==> config.mk <==
export PLATFORM = sky130hd
export DESIGN_NAME = spo2_window_estimator_flat
export DESIGN_NICKNAME = d
export VERILOG_FILES = /design/src/swe_pkg.sv /design/src/swe_if.sv /design/src/swe_dp.sv /design/src/swe_ctrl.sv /design/src/spo2_window_estimator.sv /design/src/flat_wrapper.sv
export VERILOG_INCLUDE_DIRS = /design/src /design/src/src
export SDC_FILE = /design/constraint.sdc
export NUM_CORES = 2
export LEC_CHECK = 0
export ABC_AREA = 1
export BUFFER_PORTS_ARGS = -buffer_cell sky130_fd_sc_hd__buf_2
export CAP_MARGIN = 20
export CORE_MARGIN = 5
export CORE_UTILIZATION = 50
export DETAILED_ROUTE_END_ITERATION = 6
export PLACE_DENSITY = 0.65
export SLEW_MARGIN = 10
export SYNTH_ARGS = -nofsm -noshare
export SYNTH_HDL_FRONTEND = slang
export SYNTH_SLANG_ARGS = --single-unit
==> constraint.sdc <==
create_clock -name clk_i -period 13.3 [get_ports clk_i]
set_input_delay 0.665 -clock clk_i [delete_from_list [all_inputs] [get_ports clk_i]]
set_output_delay 0.665 -clock clk_i [all_outputs]
set_load 0.01 [all_outputs]
==> src/spo2_window_estimator_assert.svh <==
// Assertion macros for the spo2 window estimator RTL
`ifndef SPO2_WINDOW_ESTIMATOR_ASSERT_SVH
`define SPO2_WINDOW_ESTIMATOR_ASSERT_SVH

// Clocked check, disabled while reset is asserted
`define SWE_ASSERT(lbl, prop, msg) \
  lbl: assert property (@(posedge clk_i) disable iff (!rst_ni) prop) else $error(msg);

// Clocked check that also holds during reset
`define SWE_ASSERT_ALWAYS(lbl, prop, msg) \
  lbl: assert property (@(posedge clk_i) prop) else $error(msg);

`endif

==> src/swe_pkg.sv <==
// Shared constants, types and command codes for the spo2 window estimator
package swe_pkg;

  localparam int WINDOW      = 32;  // power of two, 2..256
  localparam int SAMPLE_BITS = 18;

  localparam int IN_W   = 18;
  localparam int OUT_W  = 18;
  localparam int SPO2_W = 7;
  localparam int AW     = $clog2(WINDOW);
  localparam int FILL_W = $clog2(WINDOW + 1);
  localparam int SUM_W  = SAMPLE_BITS + AW;
  localparam int COEF_W = 23;
  localparam int MUL_W  = (SUM_W > COEF_W) ? SUM_W : COEF_W;
  localparam int PROD_W = 2 * MUL_W;
  localparam int NUM_W  = SAMPLE_BITS + SUM_W;
  localparam int QW     = 20;                 // Q4.16 ratio
  localparam int DSH_W  = NUM_W + QW - 1;
  localparam int T_W    = 2 * QW + 2;         // coef A (22 bits) times r
  localparam int HALF_T = T_W / 2;
  localparam int V_W    = 64;
  localparam int CNT_W  = (FILL_W > $clog2(QW)) ? FILL_W : $clog2(QW);

  localparam logic [COEF_W-1:0] COEF_A = COEF_W'(2953052);
  localparam logic [COEF_W-1:0] COEF_B = COEF_W'(1989280);
  localparam logic [COEF_W-1:0] COEF_C = COEF_W'(6215762);

  typedef enum logic [3:0] {
    OP_NONE,
    OP_WRITE,
    OP_SCAN,
    OP_SWING,
    OP_MUL_NUM,
    OP_MUL_DEN,
    OP_DIV_INIT,
    OP_DIV_STEP,
    OP_MUL_T,
    OP_MUL_LO,
    OP_MUL_HI,
    OP_MUL_B,
    OP_POLY,
    OP_FIN
  } op_e;

  typedef struct packed {
    op_e           op;
    logic          rd;
    logic          acc;
    logic [AW-1:0] addr;
  } cmd_t;

  typedef struct packed {
    logic fill_next;  // the pending write completes the window
  } status_t;

  typedef struct packed {
    logic [SPO2_W-1:0] spo2_percent;
    logic              window_ready;
    logic [OUT_W-1:0]  ir_mean;
    logic [OUT_W-1:0]  red_mean;
    logic [OUT_W-1:0]  ir_swing;
    logic [OUT_W-1:0]  red_swing;
  } res_t;

endpackage

==> src/swe_if.sv <==
// Valid/ready channel interfaces for sample pairs and results
interface swe_in_if import swe_pkg::*; ();
  logic            valid;
  logic            ready;
  logic [IN_W-1:0] ir_sample;
  logic [IN_W-1:0] red_sample;

  modport source (output valid, output ir_sample, output red_sample, input ready);
  modport sink (input valid, input ir_sample, input red_sample, output ready);
endinterface

interface swe_out_if import swe_pkg::*; ();
  logic              valid;
  logic              ready;
  logic [SPO2_W-1:0] spo2_percent;
  logic              window_ready;
  logic [OUT_W-1:0]  ir_mean;
  logic [OUT_W-1:0]  red_mean;
  logic [OUT_W-1:0]  ir_swing;
  logic [OUT_W-1:0]  red_swing;

  modport source (output valid, output spo2_percent, output window_ready, output ir_mean,
                  output red_mean, output ir_swing, output red_swing, input ready);
  modport sink (input valid, input spo2_percent, input window_ready, input ir_mean,
                input red_mean, input ir_swing, input red_swing, output ready);
endinterface

==> src/swe_dp.sv <==
// Datapath: sample windows, scan, shared multiplier, divider, polynomial
module swe_dp import swe_pkg::*; (
  input  logic            clk_i,
  input  logic            rst_ni,
  input  cmd_t            cmd_i,
  input  logic [IN_W-1:0] ir_i,
  input  logic [IN_W-1:0] red_i,
  output status_t         status_o,
  output res_t            res_o
);

  logic [SAMPLE_BITS-1:0] ir_mem [WINDOW];
  logic [SAMPLE_BITS-1:0] red_mem [WINDOW];

  logic [AW-1:0]          wpos_q;
  logic [FILL_W-1:0]      fill_q;

  logic [SAMPLE_BITS-1:0] rd_ir_q, rd_red_q;
  logic [SAMPLE_BITS-1:0] ir_min_q, ir_max_q, red_min_q, red_max_q;
  logic [SUM_W-1:0]       ir_sum_q, red_sum_q;
  logic [SAMPLE_BITS-1:0] ir_sw_q, red_sw_q;
  logic [NUM_W-1:0]       num_q, den_q;
  logic [DSH_W-1:0]       rem_q, dsh_q;
  logic [QW-1:0]          quo_q;
  logic                   sat_q;
  logic [T_W-1:0]         t_q;
  logic [V_W-1:0]         lo_q, hi_q, bpr_q, v_q;
  logic                   neg_q;
  res_t                   res_q;

  logic [MUL_W-1:0]       mul_a, mul_b;
  logic [PROD_W-1:0]      prod;
  logic [QW-1:0]          r_val;
  logic                   rem_ge;
  logic [V_W-1:0]         pos, neg;
  logic [V_W-1:0]         v_round;
  logic                   calc_ok;
  logic [SPO2_W-1:0]      spo2_val;

  assign r_val  = sat_q ? '1 : quo_q;
  assign rem_ge = rem_q >= dsh_q;

  // one shared multiplier; operands picked by the current command
  always_comb begin
    mul_a = '0;
    mul_b = '0;
    unique case (cmd_i.op)
      OP_MUL_NUM: begin mul_a = MUL_W'(ir_sw_q);  mul_b = MUL_W'(red_sum_q); end
      OP_MUL_DEN: begin mul_a = MUL_W'(ir_sum_q); mul_b = MUL_W'(red_sw_q);  end
      OP_MUL_T:   begin mul_a = MUL_W'(COEF_A);   mul_b = MUL_W'(r_val);     end
      OP_MUL_LO:  begin mul_a = MUL_W'(t_q[HALF_T-1:0]); mul_b = MUL_W'(r_val); end
      OP_MUL_HI:  begin mul_a = MUL_W'(t_q[T_W-1:HALF_T]); mul_b = MUL_W'(r_val); end
      OP_MUL_B:   begin mul_a = MUL_W'(COEF_B);   mul_b = MUL_W'(r_val);     end
      default: ;
    endcase
  end
  assign prod = mul_a * mul_b;

  assign neg = (hi_q << HALF_T) + lo_q;
  assign pos = (bpr_q << 16) + (V_W'(COEF_C) << 32);
  assign v_round = v_q + (V_W'(1) << 47);

  assign calc_ok = (ir_sum_q >= SUM_W'(WINDOW)) && (red_sum_q >= SUM_W'(WINDOW)) &&
                   (red_sw_q >= SAMPLE_BITS'(2));

  always_comb begin
    priority if (neg_q || !calc_ok) begin
      spo2_val = '0;
    end else if (v_q >= (V_W'(100) << 48)) begin
      spo2_val = SPO2_W'(100);
    end else begin
      spo2_val = SPO2_W'(v_round >> 48);
    end
  end

  assign status_o.fill_next = fill_q >= FILL_W'(WINDOW - 1);
  assign res_o = res_q;

  // control state
  always_ff @(posedge clk_i or negedge rst_ni) begin
    if (!rst_ni) begin
      wpos_q <= '0;
      fill_q <= '0;
    end else if (cmd_i.op == OP_WRITE) begin
      wpos_q <= (wpos_q == AW'(WINDOW - 1)) ? '0 : wpos_q + AW'(1);
      if (fill_q != FILL_W'(WINDOW)) fill_q <= fill_q + FILL_W'(1);
    end
  end

  always_ff @(posedge clk_i) begin
    if (cmd_i.op == OP_WRITE) begin
      ir_mem[wpos_q]  <= SAMPLE_BITS'(ir_i);
      red_mem[wpos_q] <= SAMPLE_BITS'(red_i);
    end
    if (cmd_i.op == OP_SCAN && cmd_i.rd) begin
      rd_ir_q  <= ir_mem[cmd_i.addr];
      rd_red_q <= red_mem[cmd_i.addr];
    end
  end

  always_ff @(posedge clk_i) begin
    unique case (cmd_i.op)
      OP_WRITE: begin
        ir_min_q  <= '1;
        red_min_q <= '1;
        ir_max_q  <= '0;
        red_max_q <= '0;
        ir_sum_q  <= '0;
        red_sum_q <= '0;
      end
      OP_SCAN: begin
        if (cmd_i.acc) begin
          if (rd_ir_q < ir_min_q)   ir_min_q  <= rd_ir_q;
          if (rd_ir_q > ir_max_q)   ir_max_q  <= rd_ir_q;
          if (rd_red_q < red_min_q) red_min_q <= rd_red_q;
          if (rd_red_q > red_max_q) red_max_q <= rd_red_q;
          ir_sum_q  <= ir_sum_q + SUM_W'(rd_ir_q);
          red_sum_q <= red_sum_q + SUM_W'(rd_red_q);
        end
      end
      OP_SWING: begin
        ir_sw_q  <= ir_max_q - ir_min_q;
        red_sw_q <= red_max_q - red_min_q;
      end
      OP_MUL_NUM: num_q <= NUM_W'(prod);
      OP_MUL_DEN: den_q <= NUM_W'(prod);
      OP_DIV_INIT: begin
        rem_q <= DSH_W'({num_q, 16'b0});
        dsh_q <= DSH_W'(den_q) << (QW - 1);
        quo_q <= '0;
        sat_q <= (NUM_W + 4)'(num_q) >= ((NUM_W + 4)'(den_q) << 4);
      end
      OP_DIV_STEP: begin
        if (rem_ge) rem_q <= rem_q - dsh_q;
        dsh_q <= dsh_q >> 1;
        quo_q <= {quo_q[QW-2:0], rem_ge};
      end
      OP_MUL_T:  t_q   <= T_W'(prod);
      OP_MUL_LO: lo_q  <= V_W'(prod);
      OP_MUL_HI: hi_q  <= V_W'(prod);
      OP_MUL_B:  bpr_q <= V_W'(prod);
      OP_POLY: begin
        neg_q <= neg >= pos;
        v_q   <= pos - neg;
      end
      OP_FIN: begin
        if (fill_q == FILL_W'(WINDOW)) begin
          res_q.spo2_percent <= spo2_val;
          res_q.window_ready <= 1'b1;
          res_q.ir_mean      <= OUT_W'(ir_sum_q >> AW);
          res_q.red_mean     <= OUT_W'(red_sum_q >> AW);
          res_q.ir_swing     <= OUT_W'(ir_sw_q);
          res_q.red_swing    <= OUT_W'(red_sw_q);
        end else begin
          res_q <= '0;
        end
      end
      default: ;
    endcase
  end

endmodule

==> src/swe_ctrl.sv <==
// Controller: sequences write, scan, ratio division and polynomial per beat once the window is full
`include "spo2_window_estimator_assert.svh"

module swe_ctrl import swe_pkg::*; (
  input  logic    clk_i,
  input  logic    rst_ni,
  input  logic    in_valid_i,
  output logic    in_ready_o,
  output logic    out_valid_o,
  input  logic    out_ready_i,
  input  status_t status_i,
  output cmd_t    cmd_o
);

  typedef enum logic [3:0] {
    S_IDLE, S_SCAN, S_SWING, S_MUL_NUM, S_MUL_DEN, S_DIV_INIT, S_DIV,
    S_MUL_T, S_MUL_LO, S_MUL_HI, S_MUL_B, S_POLY, S_FIN
  } state_e;

  state_e           state_q, state_d;
  logic [CNT_W-1:0] cnt_q, cnt_d;
  logic             out_valid_q, out_valid_d;
  logic             in_acc, out_acc, fin_go;

  assign in_ready_o  = state_q == S_IDLE;
  assign out_valid_o = out_valid_q;
  assign in_acc      = in_valid_i && in_ready_o;
  assign out_acc     = out_valid_q && out_ready_i;
  assign fin_go      = (state_q == S_FIN) && (!out_valid_q || out_ready_i);

  always_comb begin
    state_d     = state_q;
    cnt_d       = cnt_q;
    out_valid_d = out_valid_q;
    cmd_o       = '{op: OP_NONE, rd: 1'b0, acc: 1'b0, addr: '0};
    if (out_acc) out_valid_d = 1'b0;
    unique case (state_q)
      S_IDLE: begin
        if (in_acc) begin
          cmd_o.op = OP_WRITE;
          cnt_d    = '0;
          state_d  = status_i.fill_next ? S_SCAN : S_FIN;
        end
      end
      S_SCAN: begin
        cmd_o.op   = OP_SCAN;
        cmd_o.rd   = cnt_q < CNT_W'(WINDOW);
        cmd_o.acc  = cnt_q != '0;
        cmd_o.addr = cnt_q[AW-1:0];
        cnt_d      = cnt_q + CNT_W'(1);
        if (cnt_q == CNT_W'(WINDOW)) state_d = S_SWING;
      end
      S_SWING:    begin cmd_o.op = OP_SWING;   state_d = S_MUL_NUM; end
      S_MUL_NUM:  begin cmd_o.op = OP_MUL_NUM; state_d = S_MUL_DEN; end
      S_MUL_DEN:  begin cmd_o.op = OP_MUL_DEN; state_d = S_DIV_INIT; end
      S_DIV_INIT: begin
        cmd_o.op = OP_DIV_INIT;
        cnt_d    = '0;
        state_d  = S_DIV;
      end
      S_DIV: begin
        cmd_o.op = OP_DIV_STEP;
        cnt_d    = cnt_q + CNT_W'(1);
        if (cnt_q == CNT_W'(QW - 1)) state_d = S_MUL_T;
      end
      S_MUL_T:  begin cmd_o.op = OP_MUL_T;  state_d = S_MUL_LO; end
      S_MUL_LO: begin cmd_o.op = OP_MUL_LO; state_d = S_MUL_HI; end
      S_MUL_HI: begin cmd_o.op = OP_MUL_HI; state_d = S_MUL_B;  end
      S_MUL_B:  begin cmd_o.op = OP_MUL_B;  state_d = S_POLY;   end
      S_POLY:   begin cmd_o.op = OP_POLY;   state_d = S_FIN;    end
      S_FIN: begin
        // wait here while the previous result is still held
        if (fin_go) begin
          cmd_o.op    = OP_FIN;
          out_valid_d = 1'b1;
          state_d     = S_IDLE;
        end
      end
      default: state_d = S_IDLE;
    endcase
  end

  always_ff @(posedge clk_i or negedge rst_ni) begin
    if (!rst_ni) begin
      state_q     <= S_IDLE;
      cnt_q       <= '0;
      out_valid_q <= 1'b0;
    end else begin
      state_q     <= state_d;
      cnt_q       <= cnt_d;
      out_valid_q <= out_valid_d;
    end
  end

  `SWE_ASSERT(a_one_beat_in_flight, in_acc |=> !in_ready_o, "second beat taken while busy")
  `SWE_ASSERT(a_valid_from_fin, $rose(out_valid_q) |-> $past(state_q == S_FIN),
              "result raised outside finish")
  `SWE_ASSERT(a_div_count, (state_q == S_DIV) |-> (cnt_q < CNT_W'(QW)),
              "divider step count overrun")
  `SWE_ASSERT_ALWAYS(a_reset_idle, !rst_ni |=> (state_q == S_IDLE) || rst_ni,
                     "controller not idle in reset")

endmodule

==> src/spo2_window_estimator.sv <==
// Per beat: a write, then the output step until the window fills; once it is full, a scan
// of the window (one read address per cycle), swing, both multiplies, divider setup, 20
// divider steps (one quotient bit each), the polynomial multiplies and sum, then output.
// Throughput: one beat at a time; the next beat is taken once the result is registered.
// Reset (rst_ni low, asynchronous) empties the window and drops out valid; window
// contents are not cleared, they are rewritten before being read.
module spo2_window_estimator import swe_pkg::*; (
  input  logic      clk_i,
  input  logic      rst_ni,
  swe_in_if.sink    in_i,
  swe_out_if.source out_o
);

  cmd_t    cmd;
  status_t status;
  res_t    res;

  swe_ctrl u_ctrl (
    .clk_i       (clk_i),
    .rst_ni      (rst_ni),
    .in_valid_i  (in_i.valid),
    .in_ready_o  (in_i.ready),
    .out_valid_o (out_o.valid),
    .out_ready_i (out_o.ready),
    .status_i    (status),
    .cmd_o       (cmd)
  );

  swe_dp u_dp (
    .clk_i    (clk_i),
    .rst_ni   (rst_ni),
    .cmd_i    (cmd),
    .ir_i     (in_i.ir_sample),
    .red_i    (in_i.red_sample),
    .status_o (status),
    .res_o    (res)
  );

  assign out_o.spo2_percent = res.spo2_percent;
  assign out_o.window_ready = res.window_ready;
  assign out_o.ir_mean      = res.ir_mean;
  assign out_o.red_mean     = res.red_mean;
  assign out_o.ir_swing     = res.ir_swing;
  assign out_o.red_swing    = res.red_swing;

endmodule

==> src/flat_wrapper.sv <==
// flat-port wrapper written by rule: the top's interface ports become plain ports
module spo2_window_estimator_flat import swe_pkg::*;
  (clk_i, rst_ni, in_i_valid, in_i_ir_sample, in_i_red_sample, in_i_ready, out_o_valid, out_o_spo2_percent, out_o_window_ready, out_o_ir_mean, out_o_red_mean, out_o_ir_swing, out_o_red_swing, out_o_ready);
  swe_in_if in_i_i ();
  swe_out_if out_o_i ();
  input  logic clk_i;
  input  logic rst_ni;
  input wire logic [$bits(in_i_i.valid)-1:0] in_i_valid;
  input wire logic [$bits(in_i_i.ir_sample)-1:0] in_i_ir_sample;
  input wire logic [$bits(in_i_i.red_sample)-1:0] in_i_red_sample;
  output wire logic [$bits(in_i_i.ready)-1:0] in_i_ready;
  output wire logic [$bits(out_o_i.valid)-1:0] out_o_valid;
  output wire logic [$bits(out_o_i.spo2_percent)-1:0] out_o_spo2_percent;
  output wire logic [$bits(out_o_i.window_ready)-1:0] out_o_window_ready;
  output wire logic [$bits(out_o_i.ir_mean)-1:0] out_o_ir_mean;
  output wire logic [$bits(out_o_i.red_mean)-1:0] out_o_red_mean;
  output wire logic [$bits(out_o_i.ir_swing)-1:0] out_o_ir_swing;
  output wire logic [$bits(out_o_i.red_swing)-1:0] out_o_red_swing;
  input wire logic [$bits(out_o_i.ready)-1:0] out_o_ready;
  assign in_i_i.valid = in_i_valid;
  assign in_i_i.ir_sample = in_i_ir_sample;
  assign in_i_i.red_sample = in_i_red_sample;
  assign in_i_ready = in_i_i.ready;
  assign out_o_valid = out_o_i.valid;
  assign out_o_spo2_percent = out_o_i.spo2_percent;
  assign out_o_window_ready = out_o_i.window_ready;
  assign out_o_ir_mean = out_o_i.ir_mean;
  assign out_o_red_mean = out_o_i.red_mean;
  assign out_o_ir_swing = out_o_i.ir_swing;
  assign out_o_red_swing = out_o_i.red_swing;
  assign out_o_i.ready = out_o_ready;
  spo2_window_estimator u_core (.clk_i(clk_i), .rst_ni(rst_ni), .in_i(in_i_i), .out_o(out_o_i));
endmodule
==> tab_implementation.tex <==
\begin{tabular}{lr}
\hline
Metric & Value \\
\hline
\multicolumn{2}{l}{\textbf{Clock network}} \\
Number of buffers added by the clock tree synthesis step & 197 \\
Clock tree root driver cell & sky130\_fd\_sc\_hd\_\_clkbuf\_16 \\
Clock insertion delay at the later pin of the skew report & 0.85 ns \\
H-tree level count & 4 \\
CTS Buffer Depth & 3 \\
Clock net sink count & 1862 \\
TritonCTS clock tree & built \\
Clock transition at the register clock pins on the worst setup and hold paths after CTS & 0.06 ns \\
\multicolumn{2}{l}{\textbf{Setup path}} \\
Worst Setup Start Kind & register \\
Dominant cell type by count on the critical path & sky130\_fd\_sc\_hd\_\_inv\_1 \\
CP max FO & 50 \\
Crit path largest cell delay & 0.95 ns \\
Sum of buffers and inverters on the critical path & 10 \\
Dominant delay contributor by cell family on the critical path & adder cells \\
Data arrival time of the critical path & 10.52 ns \\
Worst setup path category & reg2reg \\
Worst path required time & 13.71 ns \\
Setup crit end kind & register \\
CP max-delay cell & sky130\_fd\_sc\_hd\_\_xor2\_1 \\
\multicolumn{2}{l}{\textbf{Timing}} \\
Worst clock skew & 0.0741 ns \\
Post-route clock period utilization & 76.0\% \\
Post-route minimum period & 10.11 ns \\
Relative slew slack & 17.7\% \\
Worst Max-Slew Pin Slew & 1.23 ns \\
Setup TNS & 0 ns \\
Maximum clock frequency & 98.9 MHz \\
Final Max Slew Viols & 0 \\
Final setup violating endpoints & 0 \\
Unrepaired setup endpoints after global routing & false \\
Final Hold Vio Count & 0 \\
\multicolumn{2}{l}{\textbf{Global route}} \\
Antenna violations before repair & 29 \\
Number of global-route vias before repair & 80212 \\
Total gr overflow & 0 \\
Busiest layer in global routing & met2 \\
Met3 Use GR & 4.34\% \\
First-pass GRT wire length & 512000 um \\
Total GRT Usage & 29.7\% \\
Met2 layer usage reported by global route & 49.2\% \\
Pin count of the biggest net entering global routing & 226 \\
Met1 layer usage reported by global route & 40.0\% \\
\multicolumn{2}{l}{\textbf{Final layout}} \\
Area of combinational cells with multiple inputs & 44600 um\^{}2 \\
Total of fill cells in the finished design & 19524 \\
Area added between synthesis and finish & 9.84\% \\
Sequential cell area & 55800 um\^{}2 \\
Nets@finish & 12665 \\
Post-route core utilization & 55.1\% \\
Share of cells above drive strength 1 & 5.79\% \\
\multicolumn{2}{l}{\textbf{Job}} \\
Number of maximum-capacitance constraint violations & 0 \\
\multicolumn{2}{l}{\textbf{Routing}} \\
Iteration-0 DRC count of the detailed router & 7658 \\
Average wire per standard cell & 23.5 um \\
\# DRC & 5 \\
Via density per instance & 5.56 \\
Number of iterations in the first detailed-routing pass & 7 \\
Routed Antenna Nets & 0 \\
Vias & 81888 \\
Routed WL & 346000 um \\
\multicolumn{2}{l}{\textbf{Yosys}} \\
Top\_reg\_cell synth & sky130\_fd\_sc\_hd\_\_edfxtp\_1 \\
Mean area per synthesized cell & 9.49 um\^{}2 \\
Number of distinct standard cells referenced by the synthesized netlist & 54 \\
Flop and latch count out of synthesis & 1862 \\
Yosys warning count & 0 \\
Cell area after technology mapping & 110000 um\^{}2 \\
Fraction of registers with async set/reset & 1.18\% \\
Number of standard cells after synthesis & 11602 \\
Number of flops mapped to enable cells by yosys & 1840 \\
Share of synthesized area occupied by flip-flops and latches & 50.7\% \\
\multicolumn{2}{l}{\textbf{Floorplan}} \\
Die footprint & 230000 um\^{}2 \\
Die width & 479 um \\
Vertical die dimension & 479 um \\
Area of the core & 220000 um\^{}2 \\
Ports & 122 \\
Number of standard-cell rows in the floorplan & 172 \\
Effective utilization at floorplan & 50.2\% \\
\multicolumn{2}{l}{\textbf{Outcome}} \\
Run status & finished, violations left \\
Failing checks & DRC \\
\multicolumn{2}{l}{\textbf{Place}} \\
Sum of net half-perimeters after detailed placement & 245000 um \\
Gpl congestion & 0.991 \\
Input/output buffers & 121 \\
\multicolumn{2}{l}{\textbf{Hold path}} \\
HP Class & in2reg \\
\multicolumn{2}{l}{\textbf{Power and ir drop}} \\
Post-layout total power & 29.3 mW \\
PwrDens & 243 nW/um\^{}2 \\
Worst-case vdd ir drop & 0.320 mV \\
Leakage & 51.7 nW \\
\hline
\end{tabular}
[state kept, by name (all words and copies together) (netlist names), 41 cells and up]
| signal | cells |
|---|---|
| u_core.u_dp.red_mem | 576 |
| u_core.u_dp.res_o | 80 |
| u_core.u_dp.ir_mem | 576 |
| u_core.u_dp.num_q | 41 |
| u_core.u_dp.t_q | 42 |
| u_core.u_dp.lo_q | 46 |
| u_core.u_dp.rem_q | 60 |
| u_core.u_dp.dsh_q | 60 |
| u_core.u_dp.den_q | 41 |
| u_core.u_dp.hi_q | 43 |
| u_core.u_dp.bpr_q | 46 |
[power by group]
group | internal (mW) | total (mW) | switching (mW) | leakage, nW
Combinational | 4.17 | 15.2 | 11.0 | 31.5
Sequential | 8.21 | 8.64 | 0.427 | 17.1
Clock | 3.18 | 5.55 | 2.36 | 3.15
Total | 15.6 | 29.3 | 13.8 | 51.7
[layout by cell type (no fill, tap or decap), types with 19 or more instances in the layout]
master,synthesis,layout
sky130_fd_sc_hd__fa_1,444,444
sky130_fd_sc_hd__clkbuf_1,164,39
sky130_fd_sc_hd__nor3_1,95,91
sky130_fd_sc_hd__a21o_1,19,19
sky130_fd_sc_hd__inv_1,2275,2274
sky130_fd_sc_hd__bufinv_16,0,22
sky130_fd_sc_hd__clkinv_2,1,32
sky130_fd_sc_hd__xnor2_1,48,41
sky130_fd_sc_hd__nor2_1,804,767
sky130_fd_sc_hd__edfxtp_1,1840,1840
sky130_fd_sc_hd__o211ai_1,592,592
sky130_fd_sc_hd__clkinv_1,3,46
sky130_fd_sc_hd__nand3_1,723,722
sky130_fd_sc_hd__nor2_4,3,41
sky130_fd_sc_hd__or2_2,46,46
sky130_fd_sc_hd__nand2_1,2738,2734
sky130_fd_sc_hd__nand4_1,102,102
sky130_fd_sc_hd__ha_1,493,493
sky130_fd_sc_hd__buf_2,179,121
sky130_fd_sc_hd__clkbuf_16,0,199
sky130_fd_sc_hd__nor4_1,21,21
sky130_fd_sc_hd__o21bai_1,28,28
sky130_fd_sc_hd__buf_4,7,114
sky130_fd_sc_hd__dfrtp_1,22,22
sky130_fd_sc_hd__o21ai_0,279,276
sky130_fd_sc_hd__a21oi_1,384,384
sky130_fd_sc_hd__xor2_1,100,88
[metrics by stage]
stage	hold WS (ns)	cells	area, um^2	setup slack [ns]
finish	0.0922	14734	121000	3.19
CTS	0.0304	14718	121000	3.20
floorplan	0.369	11617	110000	4.28
global placement	0.491	14346	114000	2.72
detailed placement	0.498	14356	114000	3.34
global route	0.0841	14727	121000	2.74
[worst register-to-register path: cells and delay by family (launching register included)]
family / cells / cell delay (ns)
compound gates: 2 / 0.60
fa+ha+maj: 8 / 4.02
buf+inv: 10 / 2.16
flops: 1 / 0.41
xor+xnor: 1 / 0.95
simple gates: 10 / 1.54
[cells in the mapped netlist (all sizes together), types with 46 or more instances]
cell type  count  area share [%]
nand4        102            0.58
nand3        724             3.3
buf          214            0.96
a21oi        384             1.7
xnor2         48            0.38
nor2         814             2.8
o21ai        283             1.3
nand2       2740             9.3
fa           444             8.1
nor3          96            0.44
ha           493             5.6
o211ai       592             4.0
xor2         100            0.80
inv         2292             7.8
edfxtp      1840              50
clkbuf       164            0.56
or2           46            0.26
[repair_timing]
item | CTS | global route
hold endpoints to repair | 22 | 0
hold buffers | 1 | 0
endpoints found under the setup margin | 0 | 0
gates resized for setup | 0 | 0
setup buffers | 0 | 0
[logic make-up after synthesis]
kind of cell | Yosys count | share of synthesized area, %
and+or+nand+nor | 4578 | 17.1
DFF | 1862 | 50.7
xor gates and xnor gates | 148 | 1.18
buffers and inverters | 2674 | 9.34
AOI/OAI and AO/OA | 1401 | 8.07
other | 2 | 0.00682
adders and majority gates | 937 | 13.7
[worst paths after layout]
kind / slack, ns / cells after the start / startpoint / end
worst max-delay path: 3.19 / 31 / u_core.u_ctrl.state_q[2]$_DFFE_PN0P_ / u_core.u_dp.bpr_q[29]$_DFFE_PN_
worst max register to register: 3.19 / 31 / u_core.u_ctrl.state_q[2]$_DFFE_PN0P_ / u_core.u_dp.bpr_q[29]$_DFFE_PN_
worst min register to register: 0.51 / 1 / u_core.u_dp.fill_q[0]$_DFFE_PN0P_ / u_core.u_dp.fill_q[0]$_DFFE_PN0P_
max in group asynchronous: 12.36 / 2 / rst_ni / u_core.u_ctrl.state_q[3]$_DFFE_PN0P_
worst min-delay path: 0.09 / 4 / out_o_ready / u_core.u_ctrl.out_valid_o$_DFF_PN0_
min in group asynchronous: 0.52 / 2 / rst_ni / u_core.u_dp.wpos_q[1]$_DFFE_PN0P_
[per-layer routing]
layer  vias to the layer above  part of all wire (%)
li1                      38236                     -
met1                     40102                    42
met2                      2971                    47
met3                       571                   6.7
met4                         8                   4.0
met5                         -                 0.013
[area by class of cell]
cell class                      instances  area share [%]
Antenna cell                           13          0.0269
Clock buffer                          238            4.24
Clock inverter                        123            1.16
Inverter                             2296            7.14
Multi-Input combinational cell       7081            36.9
Sequential cell                      1862            46.1
Tap cell                             2871            2.97
Timing Repair Buffer                  250            1.44
(Power assumes the default switching activity.)
